## config.mk

```make
export PLATFORM = sky130hd
export DESIGN_NAME = all_to_all_partner_schedule
export DESIGN_NICKNAME = d
export VERILOG_FILES = /design/src/rtl/a2a_pkg.sv /design/src/rtl/a2a_front.sv /design/src/rtl/a2a_queue.sv /design/src/rtl/a2a_back.sv /design/src/rtl/all_to_all_partner_schedule.sv
export SDC_FILE = /design/constraint.sdc
export NUM_CORES = 1
export LEC_CHECK = 0
export CAP_MARGIN = 20
export CORE_MARGIN = 1.5
export CORE_UTILIZATION = 58
export DETAILED_ROUTE_END_ITERATION = 7
export DONT_BUFFER_PORTS = 1
export PLACE_DENSITY = 0.79
export SLEW_MARGIN = 0
export SYNTH_ARGS = -nofsm -noshare
export SYNTH_HDL_FRONTEND = slang
export SYNTH_SLANG_ARGS = --single-unit
```

## constraint.sdc

```tcl
create_clock -name clock -period 6.9 [get_ports clock]
set_input_delay 0.345 -clock clock [delete_from_list [all_inputs] [get_ports clock]]
set_output_delay 0.345 -clock clock [all_outputs]
set_load 0.01 [all_outputs]
```

## src/rtl/a2a_pkg.sv

```systemverilog
package a2a_pkg;

   // field widths
   localparam int PE_W   = 6;
   localparam int CNT_W  = 7;
   localparam int STEP_W = 6;

   // configuration port
   localparam int DATA_W = 32;
   localparam int ADDR_W = 3;

   // register index taken from paddr[2]
   localparam logic CSR_NUM_PES = 1'b0;

   localparam logic [CNT_W-1:0] NUM_PES_RESET = 7'd1;

   // node count limit: node ceiling and results per request
   localparam int MAX_PES      = 64;
   localparam int RESULT_LIMIT = 64;
   localparam int CNT_LIMIT    = (MAX_PES < RESULT_LIMIT) ? MAX_PES : RESULT_LIMIT;

   // default depth of the queue between front and back
   localparam int QUEUE_DEPTH_DEF = 2;

   // one classified request
   typedef struct packed {
      logic [PE_W-1:0]  pe_index;
      logic [CNT_W-1:0] count;
      logic             bad;
   } job_type;

   typedef enum logic {
      BACK_IDLE,
      BACK_RUN
   } back_state_type;

endpackage

```

## src/rtl/a2a_front.sv

```systemverilog
module a2a_front (
   input  logic                      req_valid,
   output logic                      req_stall,
   input  logic [a2a_pkg::PE_W-1:0]  req_pe_index,
   input  logic [a2a_pkg::CNT_W-1:0] num_pes,
   input  logic                      q_full,
   output logic                      q_push,
   output a2a_pkg::job_type          q_job
);
   import a2a_pkg::*;

   logic [CNT_W-1:0] count;

   // saturate the node count to the supported limit
   assign count = (num_pes > CNT_W'(CNT_LIMIT)) ? CNT_W'(CNT_LIMIT) : num_pes;

   // classify: an index not below the count is a bad request
   always_comb begin
      q_job.pe_index = req_pe_index;
      q_job.count    = count;
      q_job.bad      = ({1'b0, req_pe_index} >= count);
   end

   assign req_stall = q_full;
   assign q_push    = req_valid & ~q_full;

endmodule

```

## src/rtl/a2a_queue.sv

```systemverilog
module a2a_queue #(
   parameter int DEPTH = a2a_pkg::QUEUE_DEPTH_DEF
) (
   input  logic             clock,
   input  logic             reset,
   input  logic             push,
   input  a2a_pkg::job_type push_job,
   output logic             full,
   input  logic             pop,
   output a2a_pkg::job_type pop_job,
   output logic             empty
);
   import a2a_pkg::*;

   localparam int PTR_W = (DEPTH > 1) ? $clog2(DEPTH) : 1;
   localparam int FILL_W = $clog2(DEPTH + 1);

   job_type            entry_ff [DEPTH];
   logic [PTR_W-1:0]   wr_ptr_ff, wr_ptr_in;
   logic [PTR_W-1:0]   rd_ptr_ff, rd_ptr_in;
   logic [FILL_W-1:0]  fill_ff, fill_in;
   logic               do_push, do_pop;

   assign full    = (fill_ff == FILL_W'(DEPTH));
   assign empty   = (fill_ff == '0);
   assign do_push = push & ~full;
   assign do_pop  = pop & ~empty;
   assign pop_job = entry_ff[rd_ptr_ff];

   // pointer and fill update
   always_comb begin
      wr_ptr_in = wr_ptr_ff;
      rd_ptr_in = rd_ptr_ff;
      fill_in   = fill_ff;
      if (do_push) begin
         wr_ptr_in = (wr_ptr_ff == PTR_W'(DEPTH - 1)) ? '0 : wr_ptr_ff + 1'b1;
      end
      if (do_pop) begin
         rd_ptr_in = (rd_ptr_ff == PTR_W'(DEPTH - 1)) ? '0 : rd_ptr_ff + 1'b1;
      end
      if (do_push && !do_pop) begin
         fill_in = fill_ff + 1'b1;
      end else if (do_pop && !do_push) begin
         fill_in = fill_ff - 1'b1;
      end
   end

   always_ff @(posedge clock) begin
      if (reset) begin
         wr_ptr_ff <= '0;
         rd_ptr_ff <= '0;
         fill_ff   <= '0;
      end else begin
         wr_ptr_ff <= wr_ptr_in;
         rd_ptr_ff <= rd_ptr_in;
         fill_ff   <= fill_in;
      end
   end

   // storage, no reset needed
   always_ff @(posedge clock) begin
      if (do_push) begin
         entry_ff[wr_ptr_ff] <= push_job;
      end
   end

endmodule

```

## src/rtl/a2a_back.sv

```systemverilog
module a2a_back (
   input  logic                       clock,
   input  logic                       reset,
   input  logic                       q_empty,
   input  a2a_pkg::job_type           q_job,
   output logic                       q_pop,
   output logic                       rsp_valid,
   input  logic                       rsp_stall,
   output logic [a2a_pkg::PE_W-1:0]   rsp_partner,
   output logic [a2a_pkg::STEP_W-1:0] rsp_step,
   output logic                       rsp_last,
   output logic                       rsp_bad_request
);
   import a2a_pkg::*;

   back_state_type     state_ff, state_in;
   job_type            job_ff, job_in;
   logic [PE_W-1:0]    round_ff, round_in;
   logic [STEP_W-1:0]  step_ff, step_in;

   logic               rsp_valid_ff, rsp_valid_in;
   logic [PE_W-1:0]    partner_ff, partner_in;
   logic [STEP_W-1:0]  rsp_step_ff, rsp_step_in;
   logic               last_ff, last_in;
   logic               bad_ff, bad_in;

   logic               even;
   logic [CNT_W-1:0]   modulus;
   logic [CNT_W-1:0]   cnt_m1;
   logic [CNT_W:0]     t0, t1, t2;
   logic [PE_W-1:0]    round_partner;
   logic               out_free;
   logic               self_slot;
   logic               is_last;

   assign even     = ~job_ff.count[0];
   assign cnt_m1   = job_ff.count - 1'b1;
   assign modulus  = even ? cnt_m1 : job_ff.count;
   assign out_free = ~rsp_valid_ff | ~rsp_stall;
   assign self_slot = even && (step_ff == '0);
   assign is_last  = ({1'b0, step_ff} == cnt_m1);

   // rotation partner (2*round - index) mod m, index never above m
   always_comb begin
      t0 = {1'b0, round_ff, 1'b0} + {1'b0, modulus} - {2'b0, job_ff.pe_index};
      t1 = (t0 >= {1'b0, modulus}) ? t0 - {1'b0, modulus} : t0;
      t2 = (t1 >= {1'b0, modulus}) ? t1 - {1'b0, modulus} : t1;
      if (round_ff == job_ff.pe_index) begin
         round_partner = even ? cnt_m1[PE_W-1:0] : job_ff.pe_index;
      end else if (even && ({1'b0, job_ff.pe_index} == cnt_m1)) begin
         round_partner = round_ff;
      end else begin
         round_partner = t2[PE_W-1:0];
      end
   end

   // sequencer: one result per cycle while the output register has room
   always_comb begin
      state_in     = state_ff;
      job_in       = job_ff;
      round_in     = round_ff;
      step_in      = step_ff;
      q_pop        = 1'b0;
      rsp_valid_in = rsp_valid_ff & rsp_stall;
      partner_in   = partner_ff;
      rsp_step_in  = rsp_step_ff;
      last_in      = last_ff;
      bad_in       = bad_ff;
      case (state_ff)
         BACK_IDLE: begin
            if (!q_empty) begin
               q_pop    = 1'b1;
               job_in   = q_job;
               round_in = '0;
               step_in  = '0;
               state_in = BACK_RUN;
            end
         end
         BACK_RUN: begin
            if (out_free) begin
               rsp_valid_in = 1'b1;
               rsp_step_in  = step_ff;
               if (job_ff.bad) begin
                  partner_in = '0;
                  last_in    = 1'b1;
                  bad_in     = 1'b1;
                  state_in   = BACK_IDLE;
               end else begin
                  bad_in     = 1'b0;
                  last_in    = is_last;
                  partner_in = self_slot ? job_ff.pe_index : round_partner;
                  if (!self_slot) begin
                     round_in = round_ff + 1'b1;
                  end
                  step_in = step_ff + 1'b1;
                  if (is_last) begin
                     state_in = BACK_IDLE;
                  end
               end
            end
         end
         default: begin
            state_in = BACK_IDLE;
         end
      endcase
   end

   always_ff @(posedge clock) begin
      if (reset) begin
         state_ff     <= BACK_IDLE;
         rsp_valid_ff <= 1'b0;
      end else begin
         state_ff     <= state_in;
         rsp_valid_ff <= rsp_valid_in;
      end
   end

   // payload and job registers
   always_ff @(posedge clock) begin
      job_ff      <= job_in;
      round_ff    <= round_in;
      step_ff     <= step_in;
      partner_ff  <= partner_in;
      rsp_step_ff <= rsp_step_in;
      last_ff     <= last_in;
      bad_ff      <= bad_in;
   end

   assign rsp_valid       = rsp_valid_ff;
   assign rsp_partner     = partner_ff;
   assign rsp_step        = rsp_step_ff;
   assign rsp_last        = last_ff;
   assign rsp_bad_request = bad_ff;

endmodule

```

## src/rtl/all_to_all_partner_schedule.sv

```systemverilog
// channel   direction  handshake            payload
// req       in         req_valid/req_stall  req_pe_index
// rsp       out        rsp_valid/rsp_stall  rsp_partner, rsp_step, rsp_last, rsp_bad_request
// csr       in/out     psel/penable/pready  paddr, pwrite, pwdata, prdata (num_pes)
//
// A request yields one result per node (num_pes, capped at 64; one for a bad request),
// one per cycle from the back sequencer while the output register has room; the sequencer
// takes the next request from the queue only after the last result of the current one.
// Reset is synchronous; num_pes comes back as 1 and the queue and output are emptied.
// A stall on rsp holds the output register; the front keeps taking requests
// until the queue is full, then raises req_stall.
module all_to_all_partner_schedule #(
   parameter int QUEUE_DEPTH = a2a_pkg::QUEUE_DEPTH_DEF
) (
   input  logic                        clock,
   input  logic                        reset,
   input  logic                        req_valid,
   output logic                        req_stall,
   input  logic [a2a_pkg::PE_W-1:0]    req_pe_index,
   output logic                        rsp_valid,
   input  logic                        rsp_stall,
   output logic [a2a_pkg::PE_W-1:0]    rsp_partner,
   output logic [a2a_pkg::STEP_W-1:0]  rsp_step,
   output logic                        rsp_last,
   output logic                        rsp_bad_request,
   input  logic                        psel,
   input  logic                        penable,
   input  logic                        pwrite,
   input  logic [a2a_pkg::ADDR_W-1:0]  paddr,
   input  logic [a2a_pkg::DATA_W-1:0]  pwdata,
   output logic [a2a_pkg::DATA_W-1:0]  prdata,
   output logic                        pready
);
   import a2a_pkg::*;

   logic [CNT_W-1:0] num_pes_ff, num_pes_in;
   logic             csr_write;
   logic             q_push, q_full, q_pop, q_empty;
   job_type          push_job, pop_job;

   // configuration register
   assign pready    = 1'b1;
   assign csr_write = psel & penable & pwrite;

   always_comb begin
      num_pes_in = num_pes_ff;
      if (csr_write && (paddr[2] == CSR_NUM_PES)) begin
         num_pes_in = pwdata[CNT_W-1:0];
      end
   end

   always_comb begin
      prdata = '0;
      if (paddr[2] == CSR_NUM_PES) begin
         prdata = {{(DATA_W - CNT_W){1'b0}}, num_pes_ff};
      end
   end

   always_ff @(posedge clock) begin
      if (reset) begin
         num_pes_ff <= NUM_PES_RESET;
      end else begin
         num_pes_ff <= num_pes_in;
      end
   end

   a2a_front u_front (
      .req_valid    (req_valid),
      .req_stall    (req_stall),
      .req_pe_index (req_pe_index),
      .num_pes      (num_pes_ff),
      .q_full       (q_full),
      .q_push       (q_push),
      .q_job        (push_job)
   );

   a2a_queue #(
      .DEPTH (QUEUE_DEPTH)
   ) u_queue (
      .clock    (clock),
      .reset    (reset),
      .push     (q_push),
      .push_job (push_job),
      .full     (q_full),
      .pop      (q_pop),
      .pop_job  (pop_job),
      .empty    (q_empty)
   );

   a2a_back u_back (
      .clock           (clock),
      .reset           (reset),
      .q_empty         (q_empty),
      .q_job           (pop_job),
      .q_pop           (q_pop),
      .rsp_valid       (rsp_valid),
      .rsp_stall       (rsp_stall),
      .rsp_partner     (rsp_partner),
      .rsp_step        (rsp_step),
      .rsp_last        (rsp_last),
      .rsp_bad_request (rsp_bad_request)
   );

endmodule
```

# [Word-level counts from Yosys, hierarchy flattened]
# Memory sizes are Yosys's and may differ from the RTL's. A register that Yosys moved wholly into a read port is not among the register bits.
# Cells that the tools add are included.
[totals] regBits=39 ram_bits=28 in_bits=48 output_inout_bits=49 elab_cells=96 n_memories=1
[classes] addsub=11 magnitude_cmp=4 n_eq_ne=8 muxes=32 bitwise_logic=14 reduce_logical=14
[memory_table] memory="u_queue.entry_ff" words=2 width=14 read_ports=1 rd_ports_with_merged_regs=1 write_ports=1 line="a2a_queue.sv:18" rtl="job_type entry_ff [DEPTH];"
[ops] cell="two-way mux 6 bit" count=11
[ops] cell="one-hot mux 6 bit (2 select lines)" count=2
[ops] cell="two-way mux 7 bit" count=3
[ops] cell="greater-or-equal comparator 8 x 7 -> 1 bit" count=2
[ops] cell="equality test 6 x 7 -> 1 bit" count=2
[ops] cell="adder 6 x 1 -> 6 bit, second input constant" count=2
[ops] cell="two-way mux 1 bit" count=12
[ops] cell="adder 7 x 7 -> 8 bit" count=1
[ops] cell="two-way mux 8 bit" count=1
[ops] cell="!= test 2 bit, second input constant" count=4
[ops] cell="subtractor 8 x 6 -> 8 bit" count=1
[ops] cell="subtractor 8 x 7 -> 8 bit" count=1
[ops] cell="greater-or-equal comparator 6 x 7 -> 1 bit" count=1
[ops] cell="greater-than comparator 7 bit, second input constant" count=1
[ops] cell="inverter 1 bit" count=7
[ops] cell="subtractor 7 x 1 -> 7 bit, second input constant" count=1
[ops] cell="AND 1 bit" count=6
[ops] cell="equality test 6 bit" count=1
[ops] cell="logical NOT 6 bit" count=1
[ops] cell="subtractor 6 bit" count=1
[ops] cell="logical AND 1 bit" count=5
[ops] cell="two-way mux 2 bit" count=2
[ops] cell="AND reduction 2 bit" count=2
[ops] cell="AND reduction 4 bit" count=1
[ops] cell="10 further kinds" count=12

# [Depth between registers and ports, before layout]
# Gate-level depths: netlist of the first run.
[depth] word_depth=11 ltp_mapped=28

# [By module]
# Synthesis of the first run repeated with hierarchy kept, for this count alone.
[hier_totals] cells_unflattened=503 area_unflattened_um2=5421.4
[modules_own_cells] mod="a2a_back" instances=1 cells_each=335 area_each_um2=3373.2 seq_area_each_um2=1241.2
[modules_own_cells] mod="a2a_queue" instances=1 cells_each=68 area_each_um2=1221.2 seq_area_each_um2=940.9
[modules_own_cells] mod="all_to_all_partner_schedule" instances=1 cells_each=66 area_each_um2=581.8 seq_area_each_um2=140.1
[modules_own_cells] mod="a2a_front" instances=1 cells_each=34 area_each_um2=245.2 seq_area_each_um2=0.0

# [Worst setup path after synthesis of the first run]
# OpenSTA, ideal clock, no wires.
[synth_path] kind="flip-flop to flip-flop" startpoint="register u_back.job_ff[1] (netlist bit)" endpoint="register u_back.partner_ff[3] (netlist: u_back.rsp_partner[3]), data pin" arrival_time_ns=7.017 required_time_ns=6.629 setup_slack_ns=-0.388 path_stages_with_launch=28 path_cell_list="edfxtp_1 -> clkbuf_1 -> clkinv_1 -> ha_1 -> or3b_2 -> buf_2 -> nor2_1 -> xor2_1 -> fa_1 -> ha_1 -> o21ai_1 -> a21o_1 -> a21boi_0 -> ha_1 -> a2111oi_0 -> a21oi_1 -> nor3_4 -> mux2i_1 -> inv_1 -> ha_1 -> ha_1 -> and3_1 -> or4_1 -> a221oi_2 -> o31ai_4 -> or2_1 -> a211oi_1 -> a2111oi_2"
[synth_via] elab_chain_len=11 elab_cells_between_ends=18 classes_between="5 x add/sub; 2 x order compare; 1 x eq/ne; 7 x mux; 1 x bitwise; 2 x reduce/logical"
[synth_lines] element="start: declaration" line="a2a_back.sv:17" rtl="job_type job_ff, job_in;"
[synth_lines] element="start signal: assignment" line="a2a_back.sv:120" rtl="job_ff <= job_in;"
[synth_lines] element="subtractor 7 x 1 -> 7 bit" line="a2a_back.sv:37" rtl="assign cnt_m1 = job_ff.count - 1'b1;"
[synth_lines] element="two-way mux 7 bit" line="a2a_back.sv:38" rtl="assign modulus = even ? cnt_m1 : job_ff.count;"
[synth_lines] element="adder 7 x 7 -> 8 bit" line="a2a_back.sv:45" rtl="t0 = {1'b0, round_ff, 1'b0} + {1'b0, modulus} - {2'b0, job_ff.pe_index};"
[synth_lines] element="subtractor 8 x 6 -> 8 bit" line="a2a_back.sv:45"
[synth_lines] element="subtractor 8 x 7 -> 8 bit or greater-or-equal comparator 8 x 7 -> 1 bit (tied branches)" line="a2a_back.sv:46" rtl="t1 = (t0 >= {1'b0, modulus}) ? t0 - {1'b0, modulus} : t0;"
[synth_lines] element="two-way mux 8 bit" line="a2a_back.sv:46"
[synth_lines] element="greater-or-equal comparator 8 x 7 -> 1 bit or subtractor 6 bit (tied branches)" line="a2a_back.sv:47" rtl="t2 = (t1 >= {1'b0, modulus}) ? t1 - {1'b0, modulus} : t1;"
[synth_lines] element="two-way mux 6 bit" line="a2a_back.sv:47"
[synth_lines] element="two-way mux 6 bit" line="a2a_back.sv:50" rtl="end else if (even && ({1'b0, job_ff.pe_index} == cnt_m1)) begin"
[synth_lines] element="two-way mux 6 bit" line="a2a_back.sv:48" rtl="if (round_ff == job_ff.pe_index) begin"
[synth_lines] element="two-way mux 6 bit *" line="a2a_back.sv:91" rtl="partner_in = self_slot ? job_ff.pe_index : round_partner;"
[synth_lines] element="end signal: assignment" line="a2a_back.sv:123" rtl="partner_ff <= partner_in;"
[synth_lines] element="end: declaration" line="a2a_back.sv:22" rtl="logic [PE_W-1:0] partner_ff, partner_in;"
# Mark *: on every way between the ends. The rest lies on a longest branch, timed or not.
# A chain may end at the register's enable or synchronous reset.

# [Worst setup path in the final report of the first run]
[layout_path] startpoint="register u_back.job_ff[1] (netlist bit)" endpoint="register u_back.partner_ff[2] (netlist: u_back.rsp_partner[2]), data pin"
# The elaborated chain is that of the path after synthesis.

==> impl_metrics.py, run 1 <==
metrics = {
    "run_status": {
        "status": "complete, but fails checks",
        "violations": "design-rule violations",
    },
    "timing": {
        "worst_slack_ps": 257,
        "hold_viol_final": 0,
        "tightest_slew_ps": 1010,
        "maxSlewViolCount": 0,
        "period_needed_ps": 6640,
        "finalClockSkew_ps": 11.2,
        "max_freq_ghz": 0.151,
        "finalCritPeriodShare_pct": 96.3,
        "slew_headroom_pct": 31.9,
        "finalSetupViolations": 0,
    },
    "floorplan": {
        "dieArea_um2": 9750,
        "core-area_um2": 8810,
        "row_count": 34,
        "ios": 97,
        "initial_core_util_pct": 60.4,
        "die_h_um": 98.8,
        "die_w_um": 98.8,
    },
    "clocking": {
        "cts.sinks": 81,
        "numCtsBuffers": 9,
        "clockRootBuffer": "clkbuf_8",
        "clock_path_buffers": 2,
        "htreeDepth": 3,
        "cts_hold_buf": 0,
        "clkSlewWorstSetupHoldPaths_ps": 80,
        "tritoncts": "done",
        "clock_latency_ps": 360,
    },
    "worst_setup_path": {
        "crit_fanout": 11,
        "crit_family": "compound AO/OA/AOI/OAI gates",
        "crit_path_end_kind": "register",
        "cp-start-kind": "register",
        "slowest_stage": "edfxtp_1",
        "crit_type": "reg -> reg",
        "max_stage_delay_ps": 440,
        "worstPathRequired_ps": 7060,
        "cpMostUsedCell": "ha_1",
        "cp_data_arrival_time_ps": 6800,
        "crit_buf_inv": 2,
    },
    "layout": {
        "final_common_cell": "edfxtp_1",
        "multi_input_area_um2": 2830,
        "drive_gt1_share_pct": 16.9,
        "seq_area_um2": 2300,
        "area_growth_pct": 9.79,
        "n_antenna_cell": 0,
        "nNetsFinal": 596,
        "nFillCells": 677,
        "layout_common_cells": "edfxtp_1 (68), inv_1 (39), nor2_1 (31)",
    },
    "synth": {
        "syn_inst": 492,
        "synth-async-reset-ratio_pct": 0,
        "synth-xor-area-share_pct": 7.76,
        "ys_seq_area_share_pct": 43.3,
        "synth.avg_cell_area_um2": 10.8,
        "synth_mux_area_share_pct": 6.21,
        "synthesis.area_um2": 5320,
        "yosys_warnings": 0,
        "synthSimpleGateAreaFrac_pct": 13.6,
        "yosys_register_bits": 81,
        "synth_compound_area_share_pct": 11.0,
        "synth_edf_count": 68,
        "synth_adder_area_share_pct": 10.2,
        "synth-main-ff-cell": "edfxtp_1",
        "synth_top_family_by_area": "simple AND/OR/NAND/NOR gates",
        "ys_types": 68,
    },
    "route": {
        "via_per_inst": 5.77,
        "wl_per_cell_um": 16.5,
        "postRouteAntennaNets": 0,
        "drcViolationCount": 3,
        "finalWirelength_mm": 10.3,
        "vias": 3587,
        "drt-pass1-iter-count": 6,
        "drtIter0Drc": 170,
    },
    "placement": {
        "io_buffers": 0,
        "place_congestion": 0.891,
        "post-place-ws_ps": -12.9,
        "hpwl_mm": 7.74,
    },
    "run": {
        "drv_cap": 0,
    },
    "hold_path": {
        "hold_path_class": "in -> reg",
    },
    "global_route": {
        "grtUsageTotal_pct": 21.7,
        "first_global_vias": 3519,
        "grt-ovfl-total": 0,
        "grt_max_degree": 18,
        "antenna_found_initial": 0,
        "grt_pass1_wl_mm": 16.7,
    },
}
## per-layer routing
layer  global-route usage (%)  wire (um)
met5                        0          0
met2                     37.5       5270
met4                     8.13        186
met1                     27.0       4280
met3                     4.40        516
## synthesized netlist by cell type, types with 3 or more instances
master,n,share of area (%)
edfxtp_1,68,38
inv_1,39,2.8
ha_1,32,7.5
nor2_1,32,2.3
xnor2_1,27,4.4
buf_4,26,3.7
nand2_1,22,1.6
a21oi_1,18,1.7
mux2_2,16,3.4
o21ai_0,16,1.5
xor2_1,15,2.5
dfxtp_1,13,4.9
nor2b_1,13,1.5
mux2i_1,12,2.3
nand2b_1,12,1.4
clkbuf_1,10,0.71
and2_1,9,1.1
fa_1,7,2.6
nand3_1,7,0.66
a211oi_1,5,0.71
a21o_1,5,0.71
and3_1,5,0.59
buf_2,5,0.47
nor3_1,5,0.47
o21a_1,5,0.71
a221oi_1,4,0.66
nand4_1,4,0.47
a2111oi_0,3,0.49
a211o_1,3,0.49
nor3b_1,3,0.42
or3_1,3,0.35
## flip-flops by register name, indices dropped and copies added, names as in the netlist, 2 cells and up
name	cells
num_pes_ff	7
u_back.job_ff	14
u_back.round_ff	6
u_back.rsp_partner	6
u_back.rsp_step	6
u_back.step_ff	6
u_queue.entry_ff	28
u_queue.fill_ff	2
## through the flow
step | cell area (um2) | hold WS [ps] | instances | setup TNS [ps] | utilization, %
global route | 5840 | 25.4 | 622 | -98.5 | 66.3
detailed placement | 5490 | 421 | 602 | -12.9 | 62.4
CTS | 5740 | 33.2 | 620 | 0 | 65.1
finish | 5840 | 50.9 | 622 | 0 | 66.3
floorplan | 5480 | 414 | 516 | 0 | -
global placement | 5470 | 417 | 600 | 0 | 62.2
## layout make-up
type                    count  share of cell area (%)
flip-flops and latches     81                    39.4
repair buffers             24                    3.15
inverters                  41                    2.72
multi-input cells         352                    48.5
clock buffers              11                    2.42
clock inverters             5                    1.48
well taps                 108                    2.31
## cell families after synthesis
group / count (synthesis)
flip-flops: 81
AO/OA/AOI/OAI: 82
buffers and inverters: 83
adder cells (fa/ha/maj): 39
XOR/XNOR: 44
AND/OR/NAND/NOR: 131
multiplexers: 30
other: 2
## worst paths after layout
kind,startpoint,end,slack (ps),cells past startpoint
worst min-delay path,reset,num_pes_ff[5],50,1
worst min register to register,num_pes_ff[0],num_pes_ff[0],510,1
worst max-delay path,u_back.job_ff[1],u_back.rsp_partner[2],260,25
worst max register to register,u_back.job_ff[1],u_back.rsp_partner[2],260,25
## worst register-to-register path, cell delays in order, from the launching register on
cell      delay (ps)
edfxtp_1         440
buf_4            220
nor3_4           280
nor3b_4          310
xor2_2           190
fa_1             440
ha_1             330
o21ai_1          110
a21o_1           130
a21boi_4         220
ha_4             240
a211o_1          270
o221ai_2         160
a21oi_2           80
nor3_4           340
mux2i_2          290
inv_1             70
ha_1             310
ha_1             210
and3_1           190
or4_4            430
a221oi_4         310
o31ai_4          150
mux2i_1          160
mux2_2           280
a211oi_1         290
## what timing repair did
| item | CTS | global route |
|---|---|---|
| gates cloned | 0 | 0 |
| setup buffers | 2 | 2 |
| endpoints found under the setup margin | 1 | 6 |
| pin swaps | 1 | 7 |
| gates resized for setup | 0 | 15 |
Power of run 1 is not shown: default switching activity piles up to over one toggle a cycle in this logic, so the estimate is an artifact.
==> inputs of run 2 (changes only) <==
Settings changed: ABC_AREA set to 1.
==> impl_metrics.py, run 2 <==
metrics = {
    "worst_setup_path": {
        "cp_data_arrival_time_ps": 6490,
        "worstPathRequired_ps": 6990,
        "crit_fanout": 9,
        "crit_type": "reg -> reg",
        "cp-start-kind": "register",
        "crit_path_end_kind": "register",
        "max_stage_delay_ps": 530,
        "r2r_cells": 36,
        "cpMostUsedCell": "inv_1",
        "slowest_stage": "fa_1",
    },
    "synth": {
        "synth.avg_cell_area_um2": 8.46,
        "synthesis.area_um2": 5250,
        "synth-main-ff-cell": "edfxtp_1",
        "synth-async-reset-ratio_pct": 0,
        "synth_most_common_cell": "nand2_1",
        "syn_inst": 621,
        "yosys_register_bits": 81,
        "synth_edf_count": 68,
        "yosys_warnings": 0,
        "ys_types": 40,
        "ys_top_cells_by_count": "nand2_1 (146), inv_1 (95), edfxtp_1 (68), a21oi_1 (48), nor2_1 (38)",
        "ys_seq_area_share_pct": 43.8,
        "synth_top_area_share_pct": 38.9,
        "synthTopCellsByArea": "edfxtp_1 (39%), nand2_1 (10%), ha_1 (7.6%)",
        "yosysTopAreaCell": "edfxtp_1",
    },
    "clocking": {
        "numCtsBuffers": 9,
        "clockRootBuffer": "clkbuf_8",
        "post_cts_resized": 0,
        "cts.sinks": 81,
        "htreeDepth": 3,
        "clock_path_buffers": 2,
        "tritoncts": "done",
        "clock_latency_ps": 360,
        "clkSlewWorstSetupHoldPaths_ps": 80,
    },
    "layout": {
        "fin_area_um2": 5510,
        "top_register": "u_queue.entry_ff",
        "top_regs": "u_queue.entry_ff: 28 flops, u_back.job_ff: 14 flops, num_pes_ff: 7 flops",
        "largest_reg_flops": 28,
        "final_common_cell": "nand2_1",
        "drive_gt1_share_pct": 8.04,
        "n_antenna_cell": 0,
        "area_growth_pct": 4.91,
        "nNetsFinal": 716,
        "nFillCells": 730,
        "layout_common_cells": "nand2_1 (146), inv_1 (95), edfxtp_1 (68)",
    },
    "floorplan": {
        "die_w_um": 98.2,
        "row_count": 34,
        "core-area_um2": 8760,
        "initial_core_util_pct": 59.9,
        "die_h_um": 98.2,
        "dieArea_um2": 9630,
        "ios": 97,
    },
    "route": {
        "via_per_inst": 5.36,
        "finalWirelength_mm": 10.3,
        "drcViolationCount": 0,
        "vias": 3974,
        "drtIter0Drc": 219,
        "postRouteAntennaNets": 0,
        "wl_per_cell_um": 13.9,
        "drt-pass1-iter-count": 6,
    },
    "run_status": {
        "status": "finished, final reports clean",
    },
    "placement": {
        "dpl_cell_area_um2": 5290,
        "hpwl_mm": 8.06,
        "io_buffers": 0,
        "place_congestion": 0.961,
    },
    "timing": {
        "finalClockSkew_ps": 13.2,
        "hold_viol_final": 0,
        "rsz0062_at_grt": "false",
        "slew_headroom_pct": 51.9,
        "finalCritPeriodShare_pct": 92.8,
        "finalSetupViolations": 0,
        "period_needed_ps": 6400,
        "maxSlewViolCount": 0,
        "max_freq_ghz": 0.156,
        "tightest_slew_ps": 714,
        "fin_tns_setup_ps": 0,
    },
    "global_route": {
        "grt-ovfl-total": 0,
        "antenna_found_initial": 0,
        "grt_pass1_wl_mm": 17.4,
        "grt_max_degree": 19,
        "first_global_vias": 3747,
        "grtUsageTotal_pct": 22.7,
    },
    "run": {
        "drv_cap": 0,
    },
    "hold_path": {
        "min_path_cells": 1,
        "hold_path_class": "in -> reg",
    },
}
[run 2: layout make-up]
cell class	instances	area, um2	area share, %
well taps	108	135	2.45
flip-flops and latches	81	2300	41.8
clock inverters	6	73.8	1.34
inverters	102	383	6.95
repair buffers	8	60.1	1.09
clock buffers	10	128	2.32
multi-input cells	427	2430	44.1
[run 2: repair_timing]
item / CTS / global route
setup buffers: 0 / 1
endpoints found under the hold margin: 0 / 0
hold buffers: 0 / 0
setup endpoints to repair: 0 / 1
[run 2: logic make-up after synthesis]
family                     share of synthesized area, %
and+or+nand+nor                                    19.4
buffers and inverters                              11.7
AOI/OAI and AO/OA                                  11.0
DFF                                                43.8
adders and majority gates                          10.3
xor gates and xnor gates                           3.67
other                                             0.143
[run 2: routing by layer]
metal  wire length [um]  share of wire [%]  GRT usage, %
met4                180                1.7          7.69
met1               4410                 43          28.6
met2               5160                 50          39.3
met3                557                5.4          4.65
met5                  0                  0             0
[run 2: worst paths after layout]
check,from,end,slack [ps]
setup / recovery,u_back.job_ff[1],u_back.rsp_partner[4],500
hold / removal,reset,u_back.rsp_valid,50
setup reg to reg,u_back.job_ff[1],u_back.rsp_partner[4],500
hold reg to reg,u_back.job_ff[0],u_back.rsp_bad_request,480
[run 2: worst max-delay path, delay by kind of cell, from the launching register on]
family	cells	cell delay, ps
compound gates	8	1410
xor+xnor	1	250
fa+ha+maj	5	1910
buf+inv	9	660
flops	1	400
simple gates	13	1490
[run 2: per-stage QoR]
stage	util [%]	hold slack, ps	cells	setup WS (ps)
after floorplan	-	414	645	1230
after global placement	60.3	415	723	716
after detailed placement	60.4	416	724	630
after CTS	62.7	35.8	740	589
after global routing	62.9	30.5	742	19.3
final	62.9	50.1	742	497
Power of run 2 is left out for the same reason.
